==> config.mk <==
export PLATFORM = sky130hd
export DESIGN_NAME = kspa_ctrl
export DESIGN_NICKNAME = d
export VERILOG_FILES = /design/src/rtl/kspa_pkg.sv /design/src/rtl/kspa_key_match.sv /design/src/rtl/kspa_ctrl.sv
export SDC_FILE = /design/constraint.sdc
export NUM_CORES = 1
export LEC_CHECK = 0
export BUFFER_PORTS_ARGS = -buffer_cell sky130_fd_sc_hd__buf_2
export CAP_MARGIN = 20
export CORE_AREA = 5 5 120 179
export DETAILED_ROUTE_END_ITERATION = 16
export DIE_AREA = 0 0 125 184
export SYNTH_ARGS = -nofsm -noshare
export SYNTH_HDL_FRONTEND = slang
export SYNTH_HIERARCHICAL = 1
export SYNTH_SLANG_ARGS = --single-unit
==> constraint.sdc <==
create_clock -name clk -period 2.82 [get_ports clk]
set_input_delay 0.564 -clock clk [delete_from_list [all_inputs] [get_ports clk]]
set_output_delay 0.564 -clock clk [all_outputs]
set_load 0.01 [all_outputs]
==> src/rtl/kspa_pkg.sv <==
// Shared types and codes for the keyed slot pool allocator.
// No dependencies; imported by every module of the block but kspa_slot_ram.
`default_nettype none

package kspa_pkg;

    localparam int POOL_DEPTH_DEFAULT = 64;

    localparam int FUNC_W   = 2;
    localparam int SLOT_W   = 6;
    localparam int KEY_W    = 32;
    localparam int STATUS_W = 2;
    localparam int COUNT_W  = 7;

    // operation codes
    localparam logic [FUNC_W-1:0] FUNC_ALLOC = 2'd0;
    localparam logic [FUNC_W-1:0] FUNC_FREE  = 2'd1;
    localparam logic [FUNC_W-1:0] FUNC_FIND  = 2'd2;

    // result status codes
    localparam logic [STATUS_W-1:0] STAT_OK        = 2'd0;
    localparam logic [STATUS_W-1:0] STAT_EXHAUSTED = 2'd1;
    localparam logic [STATUS_W-1:0] STAT_BAD_FREE  = 2'd2;
    localparam logic [STATUS_W-1:0] STAT_NOT_FOUND = 2'd3;

    typedef struct packed {
        logic [COUNT_W-1:0]  free_count;
        logic [SLOT_W-1:0]   result_index;
        logic [STATUS_W-1:0] status;
    } kspa_res_t;

endpackage

`default_nettype wire

==> src/rtl/kspa_key_match.sv <==
// Slot compare unit: flags a used slot whose session and file keys equal the query.
// Depends on kspa_pkg for the key width.
`default_nettype none

module kspa_key_match
    import kspa_pkg::*;
(
    input  wire logic             used,
    input  wire logic [KEY_W-1:0] slot_skey,
    input  wire logic [KEY_W-1:0] slot_fkey,
    input  wire logic [KEY_W-1:0] query_skey,
    input  wire logic [KEY_W-1:0] query_fkey,
    output logic                  hit
);

    assign hit = used && (slot_skey == query_skey) && (slot_fkey == query_fkey);

endmodule

`default_nettype wire

==> src/rtl/kspa_ctrl.sv <==
// Sequencer of the allocator: clearing pass, alloc/free list updates and key scan.
// Depends on kspa_pkg and kspa_key_match; drives the ports of kspa_slot_ram.
`default_nettype none

module kspa_ctrl
    import kspa_pkg::*;
#(
    parameter int POOL_DEPTH = POOL_DEPTH_DEFAULT,
    localparam int IW        = $clog2(POOL_DEPTH),
    localparam int LW        = $clog2(POOL_DEPTH + 1),
    localparam int WORD_W    = 1 + LW + 2 * KEY_W
) (
    input  wire logic                clk,
    input  wire logic                rst_n,
    input  wire logic                in_valid,
    output logic                     in_ready,
    input  wire logic [FUNC_W-1:0]   in_func,
    input  wire logic [SLOT_W-1:0]   in_slot,
    input  wire logic [KEY_W-1:0]    in_skey,
    input  wire logic [KEY_W-1:0]    in_fkey,
    output logic                     res_valid,
    input  wire logic                res_take,
    output kspa_res_t                res,
    output logic                     ram_wr_en,
    output logic      [IW-1:0]       ram_wr_addr,
    output logic      [WORD_W-1:0]   ram_wr_data,
    output logic      [IW-1:0]       ram_rd_addr,
    input  wire logic [WORD_W-1:0]   ram_rd_data
);

    localparam logic [2:0] ST_INIT  = 3'd0;
    localparam logic [2:0] ST_IDLE  = 3'd1;
    localparam logic [2:0] ST_ALLOC = 3'd2;
    localparam logic [2:0] ST_FREE  = 3'd3;
    localparam logic [2:0] ST_FIND  = 3'd4;
    localparam logic [2:0] ST_DONE  = 3'd5;

    localparam logic [LW-1:0] END_MARK  = LW'(POOL_DEPTH);
    localparam logic [IW-1:0] LAST_SLOT = IW'(POOL_DEPTH - 1);
    localparam logic [31:0]   DEPTH_32  = 32'(POOL_DEPTH);

    logic [2:0]          state_reg, state_next;
    logic [IW-1:0]       cnt_reg, cnt_next;
    logic [LW-1:0]       head_reg, head_next;
    logic [LW-1:0]       free_reg, free_next;
    logic [IW-1:0]       slot_reg, slot_next;
    logic [KEY_W-1:0]    skey_reg, skey_next;
    logic [KEY_W-1:0]    fkey_reg, fkey_next;
    logic [STATUS_W-1:0] status_reg, status_next;
    logic [SLOT_W-1:0]   idx_reg, idx_next;

    // fields of the word read back from the slot store
    logic                rd_used;
    logic [LW-1:0]       rd_link;
    logic [KEY_W-1:0]    rd_skey;
    logic [KEY_W-1:0]    rd_fkey;
    logic                hit;

    assign {rd_used, rd_link, rd_skey, rd_fkey} = ram_rd_data;

    kspa_key_match u_match (
        .used       (rd_used),
        .slot_skey  (rd_skey),
        .slot_fkey  (rd_fkey),
        .query_skey (skey_reg),
        .query_fkey (fkey_reg),
        .hit        (hit)
    );

    assign res_valid = (state_reg == ST_DONE);
    assign res       = '{free_count:   COUNT_W'(free_reg),
                         result_index: idx_reg,
                         status:       status_reg};

    always_comb
    begin
        state_next  = state_reg;
        cnt_next    = cnt_reg;
        head_next   = head_reg;
        free_next   = free_reg;
        slot_next   = slot_reg;
        skey_next   = skey_reg;
        fkey_next   = fkey_reg;
        status_next = status_reg;
        idx_next    = idx_reg;
        in_ready    = 1'b0;
        ram_wr_en   = 1'b0;
        ram_wr_addr = cnt_reg;
        ram_wr_data = {1'b0, LW'(cnt_reg) + LW'(1), {(2 * KEY_W){1'b0}}};
        ram_rd_addr = cnt_reg + IW'(1);

        case (state_reg)
            ST_INIT:
            begin
                // chain slot i to i+1; the last one links to the end mark
                ram_wr_en = 1'b1;
                if (cnt_reg == LAST_SLOT)
                begin
                    cnt_next   = '0;
                    state_next = ST_IDLE;
                end
                else
                begin
                    cnt_next = cnt_reg + IW'(1);
                end
            end

            ST_IDLE:
            begin
                in_ready = 1'b1;
                case (in_func)
                    FUNC_ALLOC: ram_rd_addr = IW'(head_reg);
                    FUNC_FREE:  ram_rd_addr = IW'(in_slot);
                    default:    ram_rd_addr = '0;
                endcase
                if (in_valid)
                begin
                    skey_next = in_skey;
                    fkey_next = in_fkey;
                    slot_next = IW'(in_slot);
                    idx_next  = '0;
                    case (in_func)
                        FUNC_ALLOC:
                        begin
                            if (head_reg == END_MARK)
                            begin
                                status_next = STAT_EXHAUSTED;
                                state_next  = ST_DONE;
                            end
                            else
                            begin
                                state_next = ST_ALLOC;
                            end
                        end
                        FUNC_FREE:
                        begin
                            if ({{(32 - SLOT_W){1'b0}}, in_slot} >= DEPTH_32)
                            begin
                                status_next = STAT_BAD_FREE;
                                state_next  = ST_DONE;
                            end
                            else
                            begin
                                state_next = ST_FREE;
                            end
                        end
                        FUNC_FIND:
                        begin
                            cnt_next   = '0;
                            state_next = ST_FIND;
                        end
                        default:
                        begin
                            status_next = STAT_NOT_FOUND;
                            state_next  = ST_DONE;
                        end
                    endcase
                end
            end

            ST_ALLOC:
            begin
                // pop the head slot and store the keys with it
                ram_wr_en   = 1'b1;
                ram_wr_addr = IW'(head_reg);
                ram_wr_data = {1'b1, rd_link, skey_reg, fkey_reg};
                head_next   = rd_link;
                free_next   = free_reg - LW'(1);
                status_next = STAT_OK;
                idx_next    = SLOT_W'(head_reg);
                state_next  = ST_DONE;
            end

            ST_FREE:
            begin
                if (!rd_used)
                begin
                    status_next = STAT_BAD_FREE;
                end
                else
                begin
                    // push the slot in front of the current head
                    ram_wr_en   = 1'b1;
                    ram_wr_addr = slot_reg;
                    ram_wr_data = {1'b0, head_reg, rd_skey, rd_fkey};
                    head_next   = LW'(slot_reg);
                    free_next   = free_reg + LW'(1);
                    status_next = STAT_OK;
                    idx_next    = SLOT_W'(slot_reg);
                end
                state_next = ST_DONE;
            end

            ST_FIND:
            begin
                // data for slot cnt is here; the read for cnt+1 is under way
                if (hit)
                begin
                    status_next = STAT_OK;
                    idx_next    = SLOT_W'(cnt_reg);
                    state_next  = ST_DONE;
                end
                else if (cnt_reg == LAST_SLOT)
                begin
                    status_next = STAT_NOT_FOUND;
                    state_next  = ST_DONE;
                end
                else
                begin
                    cnt_next = cnt_reg + IW'(1);
                end
            end

            ST_DONE:
            begin
                if (res_take)
                begin
                    state_next = ST_IDLE;
                end
            end

            default:
            begin
                state_next = ST_IDLE;
            end
        endcase
    end

    always_ff @(posedge clk or negedge rst_n)
    begin
        if (!rst_n)
        begin
            state_reg <= ST_INIT;
            cnt_reg   <= '0;
            head_reg  <= '0;
            free_reg  <= END_MARK;
        end
        else
        begin
            state_reg <= state_next;
            cnt_reg   <= cnt_next;
            head_reg  <= head_next;
            free_reg  <= free_next;
        end
    end

    always_ff @(posedge clk)
    begin
        slot_reg   <= slot_next;
        skey_reg   <= skey_next;
        fkey_reg   <= fkey_next;
        status_reg <= status_next;
        idx_reg    <= idx_next;
    end

    a_empty_list_no_free: assert property (@(posedge clk) disable iff (!rst_n)
        (head_reg == END_MARK) |-> (free_reg == '0))
        else $error("list head at end mark while free slots remain");

    a_free_left_has_head: assert property (@(posedge clk) disable iff (!rst_n)
        (free_reg == '0) |-> (head_reg == END_MARK))
        else $error("free count zero while list head names a slot");

    a_alloc_decrements: assert property (@(posedge clk) disable iff (!rst_n)
        (state_reg == ST_ALLOC) |=> (free_reg == $past(free_reg) - LW'(1)))
        else $error("allocate did not take one slot off the free count");

    a_one_at_a_time: assert property (@(posedge clk) disable iff (!rst_n)
        (in_valid && in_ready) |=> !in_ready)
        else $error("second item taken while one is in progress");

endmodule

`default_nettype wire

After elaboration in Yosys (flattened, before gate mapping)
Index checks and enable logic that the tools add are counted.

Add/sub/neg operators: 4. Equal/unequal tests: 22. Muxes and demuxes: 38. Reductions and logical operators: 16.

Operator list (number): case mux 72 bit (2 select lines) (1); 2-to-1 mux 71 bit (1); equality test 32 bit (2); 2-to-1 mux 6 bit (10); case mux 7 bit (2 select lines) (2); case mux 6 bit (2 select lines) (2); case mux 6 bit (4 select lines) (1); 2-to-1 mux 3 bit (6); case mux 6 bit (3 select lines) (1); case mux 3 bit (5 select lines) (1); 2-to-1 mux 7 bit (2); != test 2 bit (second input constant) (7); 2-to-1 mux 2 bit (5); AND reduction 5 bit (2); case mux 3 bit (3 select lines) (1); case mux 2 bit (4 select lines) (1); AND reduction 4 bit (2); adder 6 x 1 -> 7 bit (second input constant) (1); adder 7 x 1 -> 7 bit (second input constant) (1); equality test 7 bit (second input constant) (1); subtractor 7 x 1 -> 7 bit (second input constant) (1); adder 6 x 1 -> 6 bit (second input constant) (1); equality test 3 x 2 -> 1 bit (second input constant) (2); equality test 3 bit (second input constant) (2); 17 further kinds (24).

Register bits: 101. Input bits: 148. Output and inout port bits: 102. Logic and storage cells: 89.

Longest topological paths before layout
Gate-level depths: netlist of the first run.

Word-level depth: 5. Gate-level depth with buffers: 11. Depth with buffers taken out: 9.

By module
The synthesis of the first run kept the hierarchy.

By module, submodules not included: kspa_ctrl (instances 1, cells an instance 432, area each 5039.8 sq um, seq. area each 2919.0 sq um); kspa_key_match (instances 1, cells an instance 110, area each 797.0 sq um, seq. area each 0.0 sq um).

Worst setup path after synthesis of the first run
OpenSTA, ideal clock, no wires.

Kind: register to register. From: reg state_reg[1]. To: reg fkey_reg[0] (enable). Library setup time: 436 ps. Arrival: 2540 ps. Required time: 2384 ps. Slack: -157 ps. Stages on the path, launching flop included: 5. Buffers on the path: 1. Period minus slack after synthesis: 2977 ps. Path through: dfrtp_1 -> buf_2 -> nand3b_1 -> inv_1 -> and2_1.

Word-level cells in the longest chain between the ends: 2.

Ends and longest elaborated chain: from (decl) (line kspa_ctrl.sv:42) `logic [2:0] state_reg, state_next;`; from (signal assigned) (line kspa_ctrl.sv:240) `state_reg <= state_next;`; equality test 3 x 1 -> 1 bit (line kspa_ctrl.sv:92) `case (state_reg)`; AND reduction 2 bit (no source line); to (signal assigned) (line kspa_ctrl.sv:251) `fkey_reg <= fkey_next;`; to (decl) (line kspa_ctrl.sv:48) `logic [KEY_W-1:0] fkey_reg, fkey_next;`.

Every way passes these cells. A chain may end at the register's enable or synchronous reset.

Worst setup path after layout of the first run
From: reg state_reg[2]. To: out ram_wr_data[25].

Word-level cells in the longest chain between the ends: 2. Elaborated cells between the ends (all ways): 3. Classes of those cells: 2 x eq/ne; 1 x mux.

Ends and longest elaborated chain: equality test 3 x 2 -> 1 bit (line kspa_ctrl.sv:92); case mux 72 bit (2 select lines) (*) (line kspa_ctrl.sv:92); to (decl) (line kspa_ctrl.sv:26) `output logic [WORD_W-1:0] ram_wr_data,`.

Mark *: on every way between the ends. The rest lies on a longest branch, timed or not.

==> results of run 1 <==
-- what timing repair did --
| item | in CTS | in global routing |
|---|---|---|
| gates resized for setup | 1 | 2 |
| hold endpoints to repair | 0 | 0 |
| pin swaps | 0 | 1 |
| setup buffers | 0 | 2 |
| hold buffers | 0 | 0 |
| endpoints found under the setup margin | 56 | 61 |
-- through the flow --
| step | instance area (sq um) | total power, mW | std cells | utilization |
|---|---|---|---|---|
| floorplan | 5840 | 3.72 | 542 | - |
| global placement | 7510 | 4.72 | 1044 | 0.383 |
| detailed placement | 7510 | 4.74 | 1044 | 0.383 |
| CTS | 7830 | 6.12 | 1060 | 0.399 |
| global route | 7860 | 6.48 | 1064 | 0.401 |
| finish | 7860 | 6.08 | 1064 | 0.401 |
-- per-layer routing --
layer	part of all wire	vias up	wire length, microns
met3	0.061	47	1290
met4	0.039	2	826
met5	0.00052	-	11
met2	0.51	226	10800
li1	-	2559	-
met1	0.39	2614	8190
-- final timing paths --
kind / end / slack (ns) / cells past startpoint
setup / recovery: ram_wr_data[25] / 0.14 / 6
hold / removal: state_reg[1] / 0.21 / 1
setup reg to reg: idx_reg[5] / 0.22 / 8
hold reg to reg: free_reg[6] / 0.49 / 1
max in group asynchronous: state_reg[0] / 2.18 / 1
min in group clk: fkey_reg[14] / 0.38 / 1
-- cell usage in the layout, fill, tap and decap left out, types with 2 or more instances in the layout --
cell	n
dfrtp_1	21
buf_4	24
a22oi_1	3
nor4_2	2
diode_2	2
a221oi_1	14
nand2_1	55
inv_1	37
and3_1	3
edfxtp_1	78
buf_12	4
a22o_1	64
nor2b_1	5
nand3_1	9
nand2b_1	4
o21ai_0	30
nor4_1	3
o2bb2ai_1	5
xnor2_1	33
nor2_4	2
nand4_1	10
mux2i_1	10
nor2_1	11
clkbuf_16	9
buf_2	249
o22ai_1	10
a221o_1	2
o21ai_1	2
xor2_1	18
clkinv_2	2
bufinv_16	2
a31oi_1	5
nor3_1	2
o211ai_1	4
ha_1	10
a21oi_1	24
nand3b_1	2
o31ai_1	2
-- final cells by class --
class / count / share of cell area
Clock inverter: 6 / 0.0110
Multi-Input combinational cell: 370 / 0.337
Clock buffer: 10 / 0.0291
Sequential cell: 101 / 0.371
Timing Repair Buffer: 277 / 0.192
Tap cell: 260 / 0.0414
Inverter: 38 / 0.0181
Antenna cell: 2 / 0.000636
-- worst max-delay path, delay by kind of cell (launching register included) --
kind | cells | cell delay [ns]
AND/OR/NAND/NOR | 3 | 0.71
buffers and inverters | 2 | 0.39
flip-flops | 1 | 0.38
AO/OA/AOI/OAI | 1 | 0.21
-- power groups by stage --
stage | clock [mW] | combinational, mW | sequential (mW)
floorplan | 0 | 1.42 | 2.30
global placement | 0 | 2.35 | 2.36
detailed placement | 0 | 2.37 | 2.37
CTS | 1.40 | 2.38 | 2.34
global route | 1.48 | 2.61 | 2.39
finish | 1.36 | 2.38 | 2.34
-- cells by family (layout without fill, tap and decap cells) --
kind of cell,count (synthesis),count (layout)
fa+ha+maj,11,11
other cells,0,2
flops,101,101
simple gates,118,118
mux,10,10
compound gates,180,180
xor+xnor,51,51
buf+inv,71,331
==> out/metrics.cfg, run 1 <==
[status]
status=completed

[logic_synthesis]
synth.yosys.seq_area_share=0.500
synth_top_cell_area_share=0.401
synthMuxAreaShare=0.0171
netlist_area_sq_um=5840
synth_compound_area_frac=0.232
yosysTopAreaCell=edfxtp_1
synth.area.top_cells=edfxtp_1 (40%), a22o_1 (9.6%), dfrtp_1 (9.4%)
synthSimpleGateAreaFrac=0.0997
synth_seq_cells=101
avgSynthCellArea_sq_um=10.8
async_flop_share=0.228
synth_top_cells_by_count=edfxtp_1 (78), a22o_1 (64), nand2_1 (56), inv_1 (37), xnor2_1 (33)
yosysWarnings=6
syn_nets=701
yosys.area_share.adder=0.0249
synth.most_common_cell=edfxtp_1
synth_ff_type=edfxtp_1
synth_cells=542
synth-xor-area-share=0.0765
synth-edff-count=78
yosysUniqueCellTypes=60
synth_top_family_by_area=compound AO/OA/AOI/OAI gates

[timing]
tns_ns=0
grt_setup_unrepaired=false
tightest_slew_ns=0.600
hold_viol=0
timing.fmax_mhz=373
holdWs_ns=0.208
finClkSkew_ns=0.0133
min_period_over_period=0.951
post-route-min-period_ns=2.68
fin_ws_ns=0.139
finalSetupViolCount=0
maxSlewHeadroom=0.600
slew_viol_final=0

[layout]
n_fill_cell=1951
layout-drive-gt1-share=0.385
area.growth.synth_to_final_pct=34.7
register_area_sq_um=2920
layout.nets=956
multi_input_area_sq_um=2650

[worst_setup_path]
critPathMaxStageDelay_ns=0.38
criticalPathCategory=flop to primary output
cp.required_ns=2.26
path_max_fanout=56
crit_chain=and2b_2 -> nand2_2 -> nor2_4 -> buf_12 -> a22o_1 -> buf_2
reg2reg_from=skey_reg[5]
cp_slowest_cell=dfrtp_1
critPathCaptureType=primary output
startpoint=state_reg[2]
start_kind=flop
cp.arrival_ns=2.12

[clocking]
root_buffer=clkbuf_16
cts.reportedPaths.clkPinSlew_ns=0.07
cts_made_buffers=9
cts_tree=built
htreeDepth=3
cts_buffer_depth=2
insertion_delay_ns=0.36
clock-sinks=101

[die]
die_h_microns=184
start_util=0.297
die-area_sq_um=23000
core-area_sq_um=19600
fp.dieW_microns=125
row_count=63
ios=250

[drt]
wl_per_cell_microns=19.8
drtAntennaViolNets=0
first_pass_iters=4
vias=5448
wirelength_microns=21100
drt-initial-drc-count=320
drc=0
viasPerCell=5.12

[pwr]
power_density_nw_per_um2=773
pwr-share-comb=0.391
p_clk_frac=0.224
seq_power_share=0.385
p_int_mw=3.79
switching_share=0.377
p_leak_nw=3.53
switchingPower_mw=2.29
ir_worst_vdd_v=0.000335

[worst_hold_path]
min_path_type=input pin to asynchronous set/reset pin

[grt]
grt_util_met2=0.306
gr-total-overflow=0
antenna_found_initial=3
grt.busiest_layer=met2
grt_pass1_vias=5536
use_met1=0.203
grt.total_usage=0.177
grt_pass1_wl_microns=31500
grt_util_met3=0.0404
grt_max_degree=57

[placement]
portBuffers=249
dp_hpwl_microns=16700
gp_congestion=0.898
place_ws_ns=-0.00282

[flow_run]
cap_violations=0

No activity file was read; power rests on OpenSTA's default activity.
==> inputs of run 2 (changes only) <==
--- a/config.mk
+++ b/config.mk
@@ -7,10 +7,9 @@
 export LEC_CHECK = 0
 export BUFFER_PORTS_ARGS = -buffer_cell sky130_fd_sc_hd__buf_2
 export CAP_MARGIN = 20
-export CORE_AREA = 5 5 120 179
+export CORE_AREA = 2 2 119 179
 export DETAILED_ROUTE_END_ITERATION = 16
-export DIE_AREA = 0 0 125 184
+export DIE_AREA = 0 0 121 181
 export SYNTH_ARGS = -nofsm -noshare
 export SYNTH_HDL_FRONTEND = slang
-export SYNTH_HIERARCHICAL = 1
 export SYNTH_SLANG_ARGS = --single-unit
==> run 2 against run 1 <==
  * Via count is 0.22% higher
  * Sequential power fell by 9.4%
  * Clock skew shrank 0.0038 ns
  * Total power is 12% lower
  * First-iteration DRC count up 8.1%
  * Non-clock buffer count fell by 4
  * Largest cell class unchanged
  * Worst setup slack worse by 0.061 ns
  * Hold slack improved by 0.0089 ns
  * Register-to-register slack better by 0.15 ns
  * Core utilization decreased by 0.55 points
  * Critical path depth shrank 1
  * Wire length is 0.65% lower
==> out/metrics.cfg, run 2 <==
[status]
status=completed

[die]
die_h_microns=181  ; -1.6%
start_util=0.297  ; -0.000567
fp.dieW_microns=121  ; -3.2%
core-area_sq_um=20300  ; +3.2%
ios=250  ; unchanged
row_count=64  ; +1.6%
die-area_sq_um=21900  ; -4.8%

[logic_synthesis]
synth_ff_type=edfxtp_1
netlist_area_sq_um=6010  ; +3.0%
synthSimpleGateAreaFrac=0.140  ; +0.0406
yosys.area_share.adder=0.0241  ; -0.000730
yosysTopAreaCell=edfxtp_1
synth.area.top_cells=edfxtp_1 (39%), dfrtp_1 (9.2%), a22o_1 (9.0%)
synth_compound_area_frac=0.192  ; -0.0397
yosysWarnings=0  ; -6
synth_top_cells_by_count=edfxtp_1 (78), a22o_1 (62), xnor2_1 (58), nand2_1 (48), o21ai_0 (37)
yosysUniqueCellTypes=56  ; -6.7%
synth_cells=561  ; +3.5%
synth-xor-area-share=0.0974  ; +0.0209
synth-edff-count=78  ; unchanged
avgSynthCellArea_sq_um=10.7  ; -0.47%
synth.yosys.seq_area_share=0.485  ; -0.0147
synth_seq_cells=101  ; unchanged
syn_nets=720  ; +2.7%
synth_top_family_by_area=compound AO/OA/AOI/OAI gates
synth.most_common_cell=edfxtp_1
synth_top_cell_area_share=0.390  ; -0.0118
async_flop_share=0.228  ; unchanged
synthMuxAreaShare=0.0289  ; +0.0118

[timing]
maxSlewHeadroom=0.533  ; -0.0671
min_period_over_period=0.972  ; +0.0215
holdWs_ns=0.216  ; +0.00887 ns
finClkSkew_ns=0.00952  ; -0.00378 ns
finalSetupViolCount=0  ; unchanged
timing.fmax_mhz=365  ; -2.2%
slew_viol_final=0  ; unchanged
hold_viol=0  ; unchanged
post-route-min-period_ns=2.74  ; +0.0605 ns
grt_setup_unrepaired=false
tightest_slew_ns=0.698  ; +0.0981 ns

[worst_setup_path]
startpoint=state_reg[0]
reg2regPathDepth=9  ; +1
cp.arrival_ns=2.18  ; +0.06 ns
criticalPathCategory=flop to primary output
critPathCaptureType=primary output
regToRegSetupSlack_ns=0.37  ; +0.15 ns
crit_end=ram_rd_addr[2]
reg2reg_from=state_reg[0]
path_max_fanout=13  ; -77%
cp.required_ns=2.26  ; about the same
r2r-end=free_reg[6]
start_kind=flop

[layout]
diodes=0  ; -2
layout.nets=970  ; +1.5%
layout_commonest_cell=buf_2
final_cell_mix=buf_2 (249), edfxtp_1 (78), a22o_1 (62)
area.growth.synth_to_final_pct=33.1
layout-drive-gt1-share=0.379  ; -0.00661
finalCoreUtilization=0.395  ; -0.00545

[clocking]
cts_setup_buffers=0  ; unchanged
htreeDepth=3  ; unchanged
root_buffer=clkbuf_16
cts_made_buffers=9  ; unchanged
hold_buffers=0  ; unchanged
cts.reportedPaths.clkPinSlew_ns=0.08  ; about the same
insertion_delay_ns=0.35  ; about the same
clock-sinks=101  ; unchanged
cts_buffer_depth=2  ; unchanged
cts_tree=built

[grt]
use_met1=0.204  ; +0.000742
grt_max_degree=65  ; +14%
grt_util_met2=0.355  ; +0.0491
grt.busiest_layer=met2
gr-total-overflow=0  ; unchanged
antenna_found_initial=1  ; -2
grt_pass1_vias=5504  ; -0.58%
grt.total_usage=0.187  ; +0.00946
grt_pass1_wl_microns=31000  ; -1.7%
grt_util_met3=0.0369  ; -0.00348

[drt]
drtAntennaViolNets=0  ; unchanged
viasPerCell=5.06  ; -1.3%
wl_per_cell_microns=19.4  ; -2.1%
wirelength_microns=20900  ; -0.65%
drc=0  ; unchanged
vias=5460  ; +0.22%
first_pass_iters=5  ; +1
drt-initial-drc-count=346  ; +8.1%

[placement]
portBuffers=249  ; unchanged
gp_congestion=0.840  ; -6.5%
dp_hpwl_microns=16100  ; -3.4%

[worst_hold_path]
min_path_type=input pin to asynchronous set/reset pin

[pwr]
ir_worst_vdd_v=0.000325  ; -2.9%
p_leak_nw=3.43  ; -2.9%
power_density_nw_per_um2=668  ; -14%

[flow_run]
cap_violations=0  ; unchanged

==> run 2: metrics by stage <==
step | TNS, ns | worst slack [ns] | total power [mW] | std cells | cell area [sq um]
2_1_floorplan | 0 | 0.0640 | 3.63 | 561 | 6010
3_3_place_gp | -0.124 | -0.0657 | 4.14 | 1063 | 7680
3_5_place_dp | -0.0109 | -0.00709 | 4.16 | 1063 | 7680
4_1_cts | 0 | 0.0414 | 5.39 | 1079 | 7970
5_1_grt | 0 | 0.00541 | 5.69 | 1080 | 8010
6_report | 0 | 0.0788 | 5.35 | 1080 | 8010
==> run 2: metal layers <==
layer | vias up | share of wire
met3 | 19 | 0.059
li1 | 2628 | -
met2 | 240 | 0.55
met4 | 0 | 0.016
met5 | - | 0
met1 | 2573 | 0.37
==> run 2: repair_timing <==
item,in CTS,in global routing
endpoints found under the hold margin,0,0
setup endpoints to repair,0,28
gates resized for setup,0,4
==> run 2: how the worst min path moves through the flow <==
stage                      from     endpoint  slack (ns)
global route              rst_n  free_reg[1]        0.24
detailed placement  free_reg[6]  free_reg[6]        0.49
finish                    rst_n  free_reg[1]        0.22
global placement    free_reg[6]  free_reg[6]        0.48
CTS                       rst_n  free_reg[2]        0.23
floorplan                 rst_n   cnt_reg[0]        0.27
==> run 2: area by class of cell <==
cell class	instances	area, sq um
inverter	11	41.3
tap	264	330
clock buffer	9	225
clock inverter	7	61.3
timing repair buffer	273	1510
sequential	101	2920
fill	2039	12300
multi-input combinational	415	2920
==> run 2: logic make-up (layout without fill, tap and decap cells) <==
kind of cell	after synthesis	in the layout
buf+inv	45	300
xor+xnor	66	66
flops	101	101
fa+ha+maj	11	11
simple gates	159	159
mux	17	17
compound gates	162	162
==> run 2: where the power goes <==
group,leakage (nW),internal (mW),total [mW],switching [mW]
Combinational,2.30,0.900,2.01,1.11
Sequential,0.994,1.86,2.12,0.253
Clock,0.132,0.611,1.22,0.609
Total,3.43,3.37,5.35,1.98
==> run 2: worst max-delay path: stages (launching register included) <==
cell and delay, ns:
dfrtp_1 0.58, or3b_2 0.67, inv_1 0.27, nor2_1 0.08, nor2_1 0.09, buf_2 0.13
